--- src/hdl/ppq_pkg.sv ---
// ============================================================================
// ppq_pkg
// Shared constants for the quadratic proximity penalty pipeline: field
// widths, internal fixed-point formats, register indexes and stage latencies.
// ============================================================================
`timescale 1ns / 1ps
`default_nettype none

package ppq_pkg;

  // Input positions, signed fixed point
  localparam int POS_W      = 24;
  localparam int POS_FRAC   = 12;
  // Internal magnitudes carry 20 fraction bits
  localparam int INNER_FRAC = 20;
  localparam int THR_FRAC   = 12;
  localparam int POS_SHIFT  = INNER_FRAC - POS_FRAC;
  localparam int THR_SHIFT  = INNER_FRAC - THR_FRAC;
  // Offset magnitude bits (in input format) below the far limit
  localparam int OFF_W      = 11 + POS_FRAC;
  localparam int SQ_W       = 2 * OFF_W;
  localparam int DIST_W     = 11 + INNER_FRAC;

  // Configuration registers
  localparam int THR_W      = 23;
  localparam int WGT_W      = 24;
  localparam int CFG_W      = 24;
  localparam int CFG_IDX_W  = 2;
  localparam logic [CFG_IDX_W-1:0] REG_THRESHOLD = 2'd0;
  localparam logic [CFG_IDX_W-1:0] REG_WEIGHT    = 2'd1;
  localparam logic [THR_W-1:0] THR_RESET = 23'd4096;
  localparam logic [WGT_W-1:0] WGT_RESET = 24'd65536;

  // Result fields
  localparam int COST_W     = 39;
  localparam int OUT_W      = 40;

  // Product widths
  localparam int WD_W       = WGT_W + DIST_W;
  localparam int HP_W       = WD_W + SQ_W;
  localparam int GRAD_P_W   = WD_W + OFF_W;
  localparam int COST_P_W   = WD_W + DIST_W;
  localparam int COST_SHIFT = 2 * INNER_FRAC + 1;
  localparam int CW_W       = WGT_W + THR_W;
  localparam int HXY_P_W    = CW_W + SQ_W;
  localparam int HESS_SHIFT = 2 * POS_SHIFT;
  localparam int HXY_SHIFT  = THR_SHIFT + 2 * POS_SHIFT;
  localparam int D2_W       = 2 * DIST_W;
  localparam int D3_W       = 3 * DIST_W;

  // Pipelined multiplier: 64 x 64 from four 32 x 32 partial products
  localparam int OP_W       = 64;
  localparam int HALF_W     = OP_W / 2;
  localparam int PROD_W     = 2 * OP_W;
  localparam int MUL_LAT    = 3;

  // Pipelined integer square root
  localparam int RAD_W      = 64;
  localparam int ROOT_W     = RAD_W / 2;
  localparam int SQRT_DPS   = 4;
  localparam int SQRT_LAT   = ROOT_W / SQRT_DPS;

  // Pipelined restoring divider with a limited quotient
  localparam int NUM_W      = HP_W + HESS_SHIFT;
  localparam int DEN_W      = D3_W;
  localparam int QUO_W      = OUT_W;
  localparam int DIV_LAT    = QUO_W + 1;

endpackage

`default_nettype wire

--- src/hdl/ppq_sqrt.sv ---
// ============================================================================
// ppq_sqrt
// Pipelined floor square root, digit by digit: four result bits per stage.
// ============================================================================
`timescale 1ns / 1ps
`default_nettype none

module ppq_sqrt (
  input  wire logic                        clk,
  input  wire logic [ppq_pkg::RAD_W-1:0]   sq_rad,
  output logic      [ppq_pkg::ROOT_W-1:0]  sq_root
);

  localparam int RAD_W  = ppq_pkg::RAD_W;
  localparam int ROOT_W = ppq_pkg::ROOT_W;
  localparam int REM_W  = ROOT_W + 2;
  localparam int SH_W   = REM_W + 2;
  localparam int DPS    = ppq_pkg::SQRT_DPS;
  localparam int LAT    = ppq_pkg::SQRT_LAT;

  typedef struct packed {
    logic [RAD_W-1:0]  rad;
    logic [REM_W-1:0]  rem;
    logic [ROOT_W-1:0] root;
  } sqrt_st_t;

  sqrt_st_t st_r   [LAT];
  sqrt_st_t st_nxt [LAT];
  sqrt_st_t st_in;

  // One result bit: bring down two radicand bits, try 4q+1
  function automatic sqrt_st_t sqrt_digit(input sqrt_st_t s);
    sqrt_st_t        o;
    logic [SH_W-1:0] rem_sh;
    logic [SH_W-1:0] trial;
    rem_sh = {s.rem, s.rad[RAD_W-1 -: 2]};
    trial  = SH_W'({s.root, 2'b01});
    o.rad  = {s.rad[RAD_W-3:0], 2'b00};
    if (rem_sh >= trial) begin
      o.rem  = REM_W'(rem_sh - trial);
      o.root = {s.root[ROOT_W-2:0], 1'b1};
    end else begin
      o.rem  = rem_sh[REM_W-1:0];
      o.root = {s.root[ROOT_W-2:0], 1'b0};
    end
    return o;
  endfunction

  function automatic sqrt_st_t sqrt_stage(input sqrt_st_t s);
    sqrt_st_t t;
    t = s;
    for (int j = 0; j < DPS; j++) begin
      t = sqrt_digit(t);
    end
    return t;
  endfunction

  assign st_in = '{rad: sq_rad, rem: '0, root: '0};

  // Stage logic
  always_comb begin
    st_nxt[0] = sqrt_stage(st_in);
    for (int k = 1; k < LAT; k++) begin
      st_nxt[k] = sqrt_stage(st_r[k-1]);
    end
  end

  always_ff @(posedge clk) begin
    for (int k = 0; k < LAT; k++) begin
      st_r[k] <= st_nxt[k];
    end
  end

  assign sq_root = st_r[LAT-1].root;

endmodule

`default_nettype wire

--- config.mk ---
export PLATFORM = sky130hd
export DESIGN_NAME = ppq_sqrt
export DESIGN_NICKNAME = d
export VERILOG_FILES = /design/src/hdl/ppq_pkg.sv /design/src/hdl/ppq_sqrt.sv
export SDC_FILE = /design/constraint.sdc
export NUM_CORES = 2
export LEC_CHECK = 0
export BUFFER_PORTS_ARGS = -buffer_cell sky130_fd_sc_hd__buf_2
export CAP_MARGIN = 15
export CORE_MARGIN = 10
export CORE_UTILIZATION = 55
export CTS_CLUSTER_SIZE = 12
export DETAILED_ROUTE_END_ITERATION = 16
export PLACE_DENSITY_LB_ADDON = 0.2
export SLEW_MARGIN = 15
export SYNTH_ARGS = -nofsm -noshare
export SYNTH_HDL_FRONTEND = slang
export SYNTH_SLANG_ARGS = --single-unit
--- constraint.sdc ---
create_clock -name clk -period 14.3 [get_ports clk]
set_input_delay 2.145 -clock clk [delete_from_list [all_inputs] [get_ports clk]]
set_output_delay 2.145 -clock clk [all_outputs]
set_load 0.03 [all_outputs]
==> results.toml <==
[status]
status = "finished, final reports clean"

[hold_path]
worstHoldPathType = "flip-flop to flip-flop"
hold_end = "st_r[1][230]"
holdCritStartpoint = "st_r[1][100]"
min_path_cells = 0

[worst_setup_path]
r2r_slack_ps = 950
timing.rr.end = "st_r[0][416]"
crit_arrival_ps = 13900
worstPathMaxFanout = 30
slowest_stage = "a2111oi_0"
cp-start-kind = "flip-flop"
slowest_delay_ps = 630
endpoint_kind = "flip-flop"
crit_type = "flip-flop to flip-flop"
cp_data_required_time_ps = 14850
reg2regPathDepth = 43
r2r-start = "st_r[0][255]"

[synth]
synth.area.top_cells = "dfxtp_1 21%, ha_1 12%, xnor2_1 7.5%"
netlist_area_um2 = 58300
synth_edf_count = 0
syn_inst = 7693
yosys.area.top_type = "dfxtp_1"
synth-async-reset-ratio_pct = 0
ys.flop_type = "dfxtp_1"
ys_seq_elements = 606
yosysSeqAreaShare_pct = 20.8
synth_cell_types = 107
yosys_warnings = 0
syn_avg_cell_area_um2 = 7.58
yosysTopAreaCellShare_pct = 20.8

[power]
comb_power_share_pct = 58.4
p_per_area_nw_per_um2 = 165
p_sw_mw = 4.88
p_sw_share_pct = 47.5
clock_power_share_pct = 18.6
p_int_mw = 5.40
ir_drop_uv = 177
seq_power_share_pct = 23.0
p_leak_nw = 28.3

[cts]
insertion_delay_ps = 690
clk_pin_slew_ps = 60
clock-sinks = 606
htree_num_levels = 3
cts_tree = "yes"
clk_path_buf_depth = 3
cts_root_buf = "clkbuf_16"
hold_buffers = 0
cts_buffers = 73

[sta]
rsz0062_at_grt = "no"
worst_slew_pin_slew_ps = 1290
post-route-period-util_pct = 93.3
slew-limit-headroom_pct = 13.0
setup_tns_ps = 0
min_period_ps = 13350
hold_viol = 0
finClkSkew_ps = 49.8
fmax_mhz = 74.9
setup_ws_ps = 954
slew_viol_final = 0
finalSetupViolations = 0

[die]
io_pins = 97
rows = 119
fp.dieH_um = 346
die_w_um = 346
design.die.area_um2 = 119000
start_util_pct = 55.4
core_um2 = 105000

[grt]
antenna_found_initial = 7
grt_pass1_vias = 54000
grt_pass1_wl_um = 299000
grt.overflow.total = 0
track_usage_pct = 30.4
grt_max_degree = 46

[layout]
reg_top3 = "st_r: 606 flops"
nets = 8267
layout-drive-gt1-share_pct = 6.50
final_cells = 9083
largest_register = "st_r"
largest_reg_flops = 606
areaGrowthSynthToFinish_pct = 6.73

[detailed_routing]
drc = 0
wl_per_cell_um = 21.2
drt_iter0_drc = 5130
postRouteAntennaNets = 0
viasPerCell = 6.37
num_vias = 57800
firstDrtPassIters = 6
totalWireLength_um = 192000

[placement]
place.detailed.hpwl_um = 156000
numPortBuffers = 96
place_inst = 8959
pre_cts_slack_ps = 661
gp_congestion = 1.01

[job]
drv_cap = 0
per-layer routing:
metal	share of wire [%]	GRT usage, %	vias to the layer above
met3	6.8	4.49	418
met5	0.012	0	-
met2	47	51.1	2238
met1	42	38.4	27200
li1	-	-	28000
met4	4.3	12.4	4
through the flow:
step	hold WS (ps)	util (%)	power, mW	area (um2)
final	313	59.1	10.3	62200
after global routing	320	59.1	11.0	62200
after CTS	318	59.1	10.2	62200
after detailed placement	312	56.7	8.23	59700
after global placement	310	56.7	8.15	59700
after floorplan	310	-	6.75	58300
repair_timing:
action	in CTS	in global routing
setup endpoints to repair	0	63
resized for setup	0	8
setup buffers	0	0
power by group through the flow:
stage | Sequential, mW | Clock, mW | Combinational, mW
after floorplan | 2.19 | 0 | 4.56
after global placement | 2.39 | 0 | 5.77
after detailed placement | 2.39 | 0 | 5.84
after CTS | 2.35 | 1.95 | 5.88
after global routing | 2.39 | 2.01 | 6.57
final | 2.37 | 1.91 | 6.00
synth_stat cells (78+ instances only):
library cell	instances
o21ai_0	403
nand2_1	602
nand2b_1	103
xnor2_1	498
o21bai_1	90
inv_1	359
nand4_1	149
nor4_1	89
and3_1	90
a21o_1	304
xor2_1	263
ha_1	559
nand3_1	208
nor3_1	201
clkbuf_1	174
nor2_1	723
nor2b_1	81
o21a_1	78
mux2_2	99
dfxtp_1	606
a21oi_1	773
worst max-delay path by stage:
stage	to	slack [ps]	startpoint	cells past startpoint
2_1_floorplan	st_r[1][172]	2790	st_r[1][19]	48
3_3_place_gp	st_r[0][408]	790	st_r[0][255]	44
3_5_place_dp	st_r[0][408]	660	st_r[0][255]	44
4_1_cts	st_r[0][416]	610	st_r[0][255]	47
5_1_grt	st_r[0][416]	7	st_r[0][255]	43
6_report	st_r[0][416]	950	st_r[0][255]	43
area by class of cell:
cell class              instances  area, um2
clock buffers                  87       1920
multi-input cells            6450      43600
well taps                    1391       1740
clock inverters                35        562
flip-flops and latches        606      12100
repair buffers                144        853
inverters                     368       1390
fillers                      9835      43000
diodes                          2       5.00
critical path: cells and delay by family (launching register included):
| family | cells | cell delay (ps) |
|---|---|---|
| simple gates | 16 | 4660 |
| fa+ha+maj | 4 | 1460 |
| flops | 1 | 360 |
| compound gates | 13 | 4170 |
| xor+xnor | 1 | 140 |
| buf+inv | 9 | 2390 |
cell families (layout without fill, tap and decap cells):
logic type / Yosys count / after routing / synth area share, %
xor+xnor: 761 / 761 / 11.4
buf+inv: 638 / 634 / 4.44
mux: 129 / 129 / 2.44
compound gates: 2304 / 2304 / 25.4
simple gates: 2695 / 2695 / 23.5
fa+ha+maj: 559 / 559 / 12.0
flops: 606 / 606 / 20.8
other cells: 1 / 4 / 0.00643
cells in the final DEF (no fill, tap or decap), types with 67 or more instances in the layout:
master and instances:
o21a_1 78, a21o_1 304, nand2b_1 103, ha_1 559, nand4_1 149, mux2_2 99
a21oi_1 773, nor4_1 88, o21ai_0 403, xnor2_1 498, xor2_1 263, o21bai_1 90
and2_1 77, inv_1 357, dfxtp_1 606, nand2_1 601, nand3_1 208, or3_1 67
nor3_1 199, clkbuf_16 73, buf_2 96, and3_1 90, a31oi_1 73, nor2b_1 81
nor2_1 723
Note: power is estimated with default switching activity, not from simulation.
